--- src/design/hpt_pkg.sv ---
// ----------------------------------------------------------------------------
// Homogeneous point transform package
// Shared widths, element type and result status codes.
// ----------------------------------------------------------------------------
package hpt_pkg;

  localparam int unsigned ElemW   = 32;
  localparam int unsigned CfgW    = 64;
  localparam int unsigned NumRegs = 8;
  localparam int unsigned CfgIdxW = 4;
  localparam int unsigned NumRows = 4;
  localparam int unsigned NumCols = 4;
  localparam int unsigned NumAxes = 3;

  typedef logic signed [ElemW-1:0] elem_t;

  typedef enum logic [1:0] {
    STATUS_OK     = 2'd0,
    STATUS_ZERO_W = 2'd1,
    STATUS_SAT    = 2'd2
  } status_e;

endpackage

--- src/design/hpt_scale.sv ---
// ----------------------------------------------------------------------------
// Scaling lane
// Multiplies one coordinate magnitude by the reciprocal, rounds half away
// from zero, applies the sign and saturates. Three register stages.
// ----------------------------------------------------------------------------
module hpt_scale #(
  parameter int unsigned FRAC_BITS = 16,
  parameter int unsigned AW        = 49,
  parameter int unsigned FW        = 33
) (
  input  logic            clk_i,
  input  logic            adv_i,
  input  logic [AW-1:0]   mag_i,
  input  logic            huge_i,
  input  logic            neg_i,
  input  logic [FW-1:0]   fmag_i,
  output hpt_pkg::elem_t  val_o,
  output logic            sat_o
);
  import hpt_pkg::*;

  localparam int unsigned LoW  = ElemW + FW;
  localparam int unsigned HiW  = AW - ElemW + FW;
  localparam int unsigned PW   = AW + FW;
  localparam int unsigned RndW = PW - FRAC_BITS;

  logic [LoW-1:0]  plo_q;
  logic [HiW-1:0]  phi_q;
  logic [PW-1:0]   prod_d;
  logic [PW-1:0]   prod_q;
  logic [RndW-1:0] rnd;
  logic [RndW-1:0] lim;
  logic            force_a_q, force_b_q;
  logic            neg_a_q, neg_b_q;
  logic            sat_d;
  elem_t           val_d;
  elem_t           val_q;
  logic            sat_q;

  assign prod_d = (PW'(phi_q) << ElemW) + PW'(plo_q) + (PW'(1) << (FRAC_BITS - 1));

  assign rnd   = RndW'(prod_q >> FRAC_BITS);
  assign lim   = neg_b_q ? (RndW'(1) << (ElemW - 1)) : ((RndW'(1) << (ElemW - 1)) - RndW'(1));
  assign sat_d = force_b_q || (rnd > lim);

  always_comb begin
    if (sat_d) begin
      val_d = neg_b_q ? {1'b1, {(ElemW-1){1'b0}}} : {1'b0, {(ElemW-1){1'b1}}};
    end else if (neg_b_q) begin
      val_d = -ElemW'(rnd);
    end else begin
      val_d = ElemW'(rnd);
    end
  end

  always_ff @(posedge clk_i) begin
    if (adv_i) begin
      plo_q     <= LoW'(mag_i[ElemW-1:0]) * LoW'(fmag_i);
      phi_q     <= HiW'(mag_i[AW-1:ElemW]) * HiW'(fmag_i);
      // A magnitude beyond the clamped width saturates unless the factor is zero.
      force_a_q <= huge_i && (fmag_i != '0);
      neg_a_q   <= neg_i;
      prod_q    <= prod_d;
      force_b_q <= force_a_q;
      neg_b_q   <= neg_a_q;
      val_q     <= val_d;
      sat_q     <= sat_d;
    end
  end

  assign val_o = val_q;
  assign sat_o = sat_q;

endmodule
--- config.mk ---
export PLATFORM = sky130hd
export DESIGN_NAME = hpt_scale
export DESIGN_NICKNAME = d
export VERILOG_FILES = /design/src/design/hpt_pkg.sv /design/src/design/hpt_scale.sv
export SDC_FILE = /design/constraint.sdc
export NUM_CORES = 2
export LEC_CHECK = 0
export BUFFER_PORTS_ARGS = -buffer_cell sky130_fd_sc_hd__buf_4
export CAP_MARGIN = 20
export CELL_PAD_IN_SITES_DETAIL_PLACEMENT = 1
export CELL_PAD_IN_SITES_GLOBAL_PLACEMENT = 2
export CORE_AREA = 5 5 399 401
export DETAILED_ROUTE_END_ITERATION = 8
export DIE_AREA = 0 0 404 406
export HOLD_SLACK_MARGIN = 0.05
export PLACE_DENSITY_LB_ADDON = 0.1
export SLEW_MARGIN = 10
export SYNTH_ARGS = -nofsm -noshare
export SYNTH_HDL_FRONTEND = slang
export SYNTH_SLANG_ARGS = --single-unit
--- constraint.sdc ---
create_clock -name clk_i -period 8.5 [get_ports clk_i]
set_input_delay 0.425 -clock clk_i [delete_from_list [all_inputs] [get_ports clk_i]]
set_output_delay 0.425 -clock clk_i [all_outputs]
set_load 0.02 [all_outputs]
==> run summary <==
The wire-length estimate of the detail-placed layout is 170900 µm. The slew at the pin closest to its max-slew limit is 1139 ps, and the detailed router's first-iteration violation count is 2359. The run finished with clean final reports.

The area of the mapped netlist was 0.06166 mm²; the final setup violation count was 0. The tools report the arrival time at the worst endpoint as 8530 ps. At the end of routability-driven placement, the weighted congestion stood at 0.8783.

The critical path in this run is classified as input port to register. The hold violation count in the final report was 0. For the count of pins on the block boundary, the log shows 119. The count of flip-flops with a built-in enable after synthesis works out to 203. Leaving out fill and tap cells, the most frequent cells in the layout are sky130_fd_sc_hd__inv_1, sky130_fd_sc_hd__fa_1, sky130_fd_sc_hd__nand2_1.

The logs give 25 for the initial antenna violation count and 3 for the number of buffers on the longest clock path. The area growth from synthesis to layout is 6.573%, and the average detailed-routed wire length per instance is 24.58 µm. In this design, the critical path's most frequently occurring cell is sky130_fd_sc_hd__fa_1.

For the detailed-routing iteration count for the pre-antenna-repair pass, the log shows 5. Setup repair after global routing left no endpoint under its margin. The post-route netlist has 4.978% of its cells at a drive strength greater than 1. For this design, the CTS-stage hold fixing added 0 buffers.

In the finished design, the share of the clock period the worst path needs comes to 97.19%. The floorplan row count was 145. STA puts the critical path data required time at 8770 ps. The min-delay analysis places its worst path in the category input port to register. Post-synthesis async set-or-reset flop share: 0%.

STA classifies the critical path startpoint as an input port. Across the run, the number of max-cap violations was 0. After detailed routing, the total wire length is 214200 µm.

The tools report the DRC violation count after routing as 0. The initial utilization of the core area, before any placement, comes to 39.70%. The maximum achievable frequency was 121.0 MHz. In the synthesized netlist the dominant register cell turns out to be sky130_fd_sc_hd__edfxtp_1. Traced cell by cell, the critical path runs through buf_4, and2_1, fa_1, fa_1, fa_1, inv_1, fa_1, inv_1, fa_1, inv_1, fa_1, inv_1, fa_1, fa_1, ha_1, and2_1, a41oi_1, o22ai_1, o21ai_0, nand2_1, o31ai_1, o21ai_0, a311o_1.

The tools report the count of cell types in the netlist as 80. Synthesis handed over a netlist of 6689 instances. STA classifies the critical path endpoint as a register. TritonCTS built the clock tree. The net count of the finished layout is 8563. The post-synthesis net count was 8616; the count of nets left with antenna violations after detail routing was 0.

In the post-route analysis, the smallest setup slack over all paths is 238.9 ps. The via count of the first global-routing pass was 52.08k; the final critical delay including setup and external delays was 8261 ps. The logs give 45.63k for the via total after detailed routing and 90.91 ps for the worst hold slack. Before CTS, the worst setup slack after placement is -239.6 ps. Number of buffers and inverters on the critical path: 5. The clock sink count came out at 203. In the post-synthesis netlist, the biggest area contributors are sky130_fd_sc_hd__fa_1, sky130_fd_sc_hd__edfxtp_1, sky130_fd_sc_hd__ha_1, sky130_fd_sc_hd__inv_1, sky130_fd_sc_hd__nand2_1.

The post-CTS resize count is 0. Max-slew violation total from the final report: 0. The height of the die works out to 406 µm. In the global route stage, overall resource usage came out at 26.62%. Counting flops and latches in the post-synthesis netlist gives 203.

The total of warnings raised by yosys is 0, and the aggregate negative setup slack is 0 ps. The clock-pin slew on the worst setup and hold paths is 60 ps, and the area fraction of the dominant cell type after synthesis is 45.10%. The worst pin sits at a relative slew slack of 23.33%. Clock tree root driver cell: sky130_fd_sc_hd__clkbuf_16.

The logs give 0.1553 mm² for the standard cell core area and 0 for the number of buffers added for setup after CTS. The critical-path maximum fanout came out at 33. The overall die area came out at 0.1640 mm². The routed via count divided by cell count was 5.236; the mean area per synthesized cell was 9.217 µm².

The commonest non-fill, non-tap cell in the layout was sky130_fd_sc_hd__inv_1. The sum of overflow across all layers after global routing was 0. The number of H-tree levels was 1; the critical path's largest stage delay was 690 ps.

Buffers inserted during clock tree synthesis total 20. Summing the sequential cell areas from Yosys gives 9.887% of the chip area. The critical path's slowest cell is sky130_fd_sc_hd__o31ai_1. The synthesized design spends more area on one cell type than any other, namely sky130_fd_sc_hd__fa_1. The first global-routing pass estimated 328600 µm of wire. Input and output buffers added on the ports amount to 118.

For the worst-skew pair, the clock arrives at the later sink with an insertion delay of 530 ps. The die boundary width is 404 µm. The maximum number of pins on one net before global-route repair was 85; the setup clock skew after layout was 17.61 ps.

The kind of cell adding the most delay to the critical path is adder cells.
[worst paths after layout]
path              slack [ps]     start         to  depth (start not counted)
setup / recovery         240  mag_i[6]  plo_q[60]                         23
hold / removal            90     neg_i    neg_a_q                          1
setup reg to reg        4110   neg_b_q   val_o[3]                         13
hold reg to reg          430   neg_a_q    neg_b_q                          0
[registers in the layout, summed over array words and instances, names as in the netlist]
name and cells:
prod_q 66, phi_q 50, plo_q 50, val_o 32, force_a_q 1, force_b_q 1, neg_a_q 1, neg_b_q 1
sat_o 1
[layer usage]
layer,vias up,wire length [µm],track usage [%]
met3,252,7908,2.239
li1,20020,-,-
met5,-,73,0
met1,24480,89430,34.47
met4,10,7941,7.710
met2,867,108800,47.84
[area by class of cell]
type                            count  area [µm²]
Inverter                         1426        5353
Antenna cell                        7       17.52
Timing Repair Buffer              281        2267
Sequential cell                   203        6096
Clock inverter                      8       50.05
Clock buffer                       27       526.8
Tap cell                         2058        2575
Fill cell                       17960       89590
Multi-Input combinational cell   4704       48820
[Yosys cell counts (16+ instances only)]
master	instances
sky130_fd_sc_hd__nor2b_1	18
sky130_fd_sc_hd__o21ai_0	72
sky130_fd_sc_hd__clkbuf_1	346
sky130_fd_sc_hd__and2_1	642
sky130_fd_sc_hd__ha_1	452
sky130_fd_sc_hd__nor4_1	23
sky130_fd_sc_hd__nor2_1	158
sky130_fd_sc_hd__edfxtp_1	203
sky130_fd_sc_hd__and3_1	24
sky130_fd_sc_hd__o22ai_1	30
sky130_fd_sc_hd__a21oi_1	164
sky130_fd_sc_hd__nor3_1	46
sky130_fd_sc_hd__nand4_1	37
sky130_fd_sc_hd__xor2_1	43
sky130_fd_sc_hd__inv_1	1426
sky130_fd_sc_hd__a21o_1	90
sky130_fd_sc_hd__mux2i_1	17
sky130_fd_sc_hd__o21bai_1	24
sky130_fd_sc_hd__a31oi_1	18
sky130_fd_sc_hd__fa_1	1389
sky130_fd_sc_hd__xnor2_1	109
sky130_fd_sc_hd__and4_1	16
sky130_fd_sc_hd__nand2_1	1097
sky130_fd_sc_hd__nand3_1	55
sky130_fd_sc_hd__o21a_1	16
[cells by family after synthesis]
kind of cell,Yosys count,share of synthesized area (%)
buffers and inverters,1782,10.94
muxes,19,0.3125
adders and majority gates,1841,54.27
and+or+nand+nor,2166,16.89
DFF,203,9.887
AOI/OAI and AO/OA,526,5.532
xor gates and xnor gates,152,2.159
[through the flow]
stage | std cells | cell area [µm²] | utilization [%]
final | 8714 | 65710 | 42.31
after global placement | 8670 | 65070 | 41.90
after floorplan | 6689 | 61660 | -
after detailed placement | 8670 | 65070 | 41.90
after CTS | 8705 | 65650 | 42.27
after global routing | 8707 | 65690 | 42.30
Power is left out: the tool's default activity adds up to more than one toggle a clock period on the data nets, which glitch-free logic cannot reach.
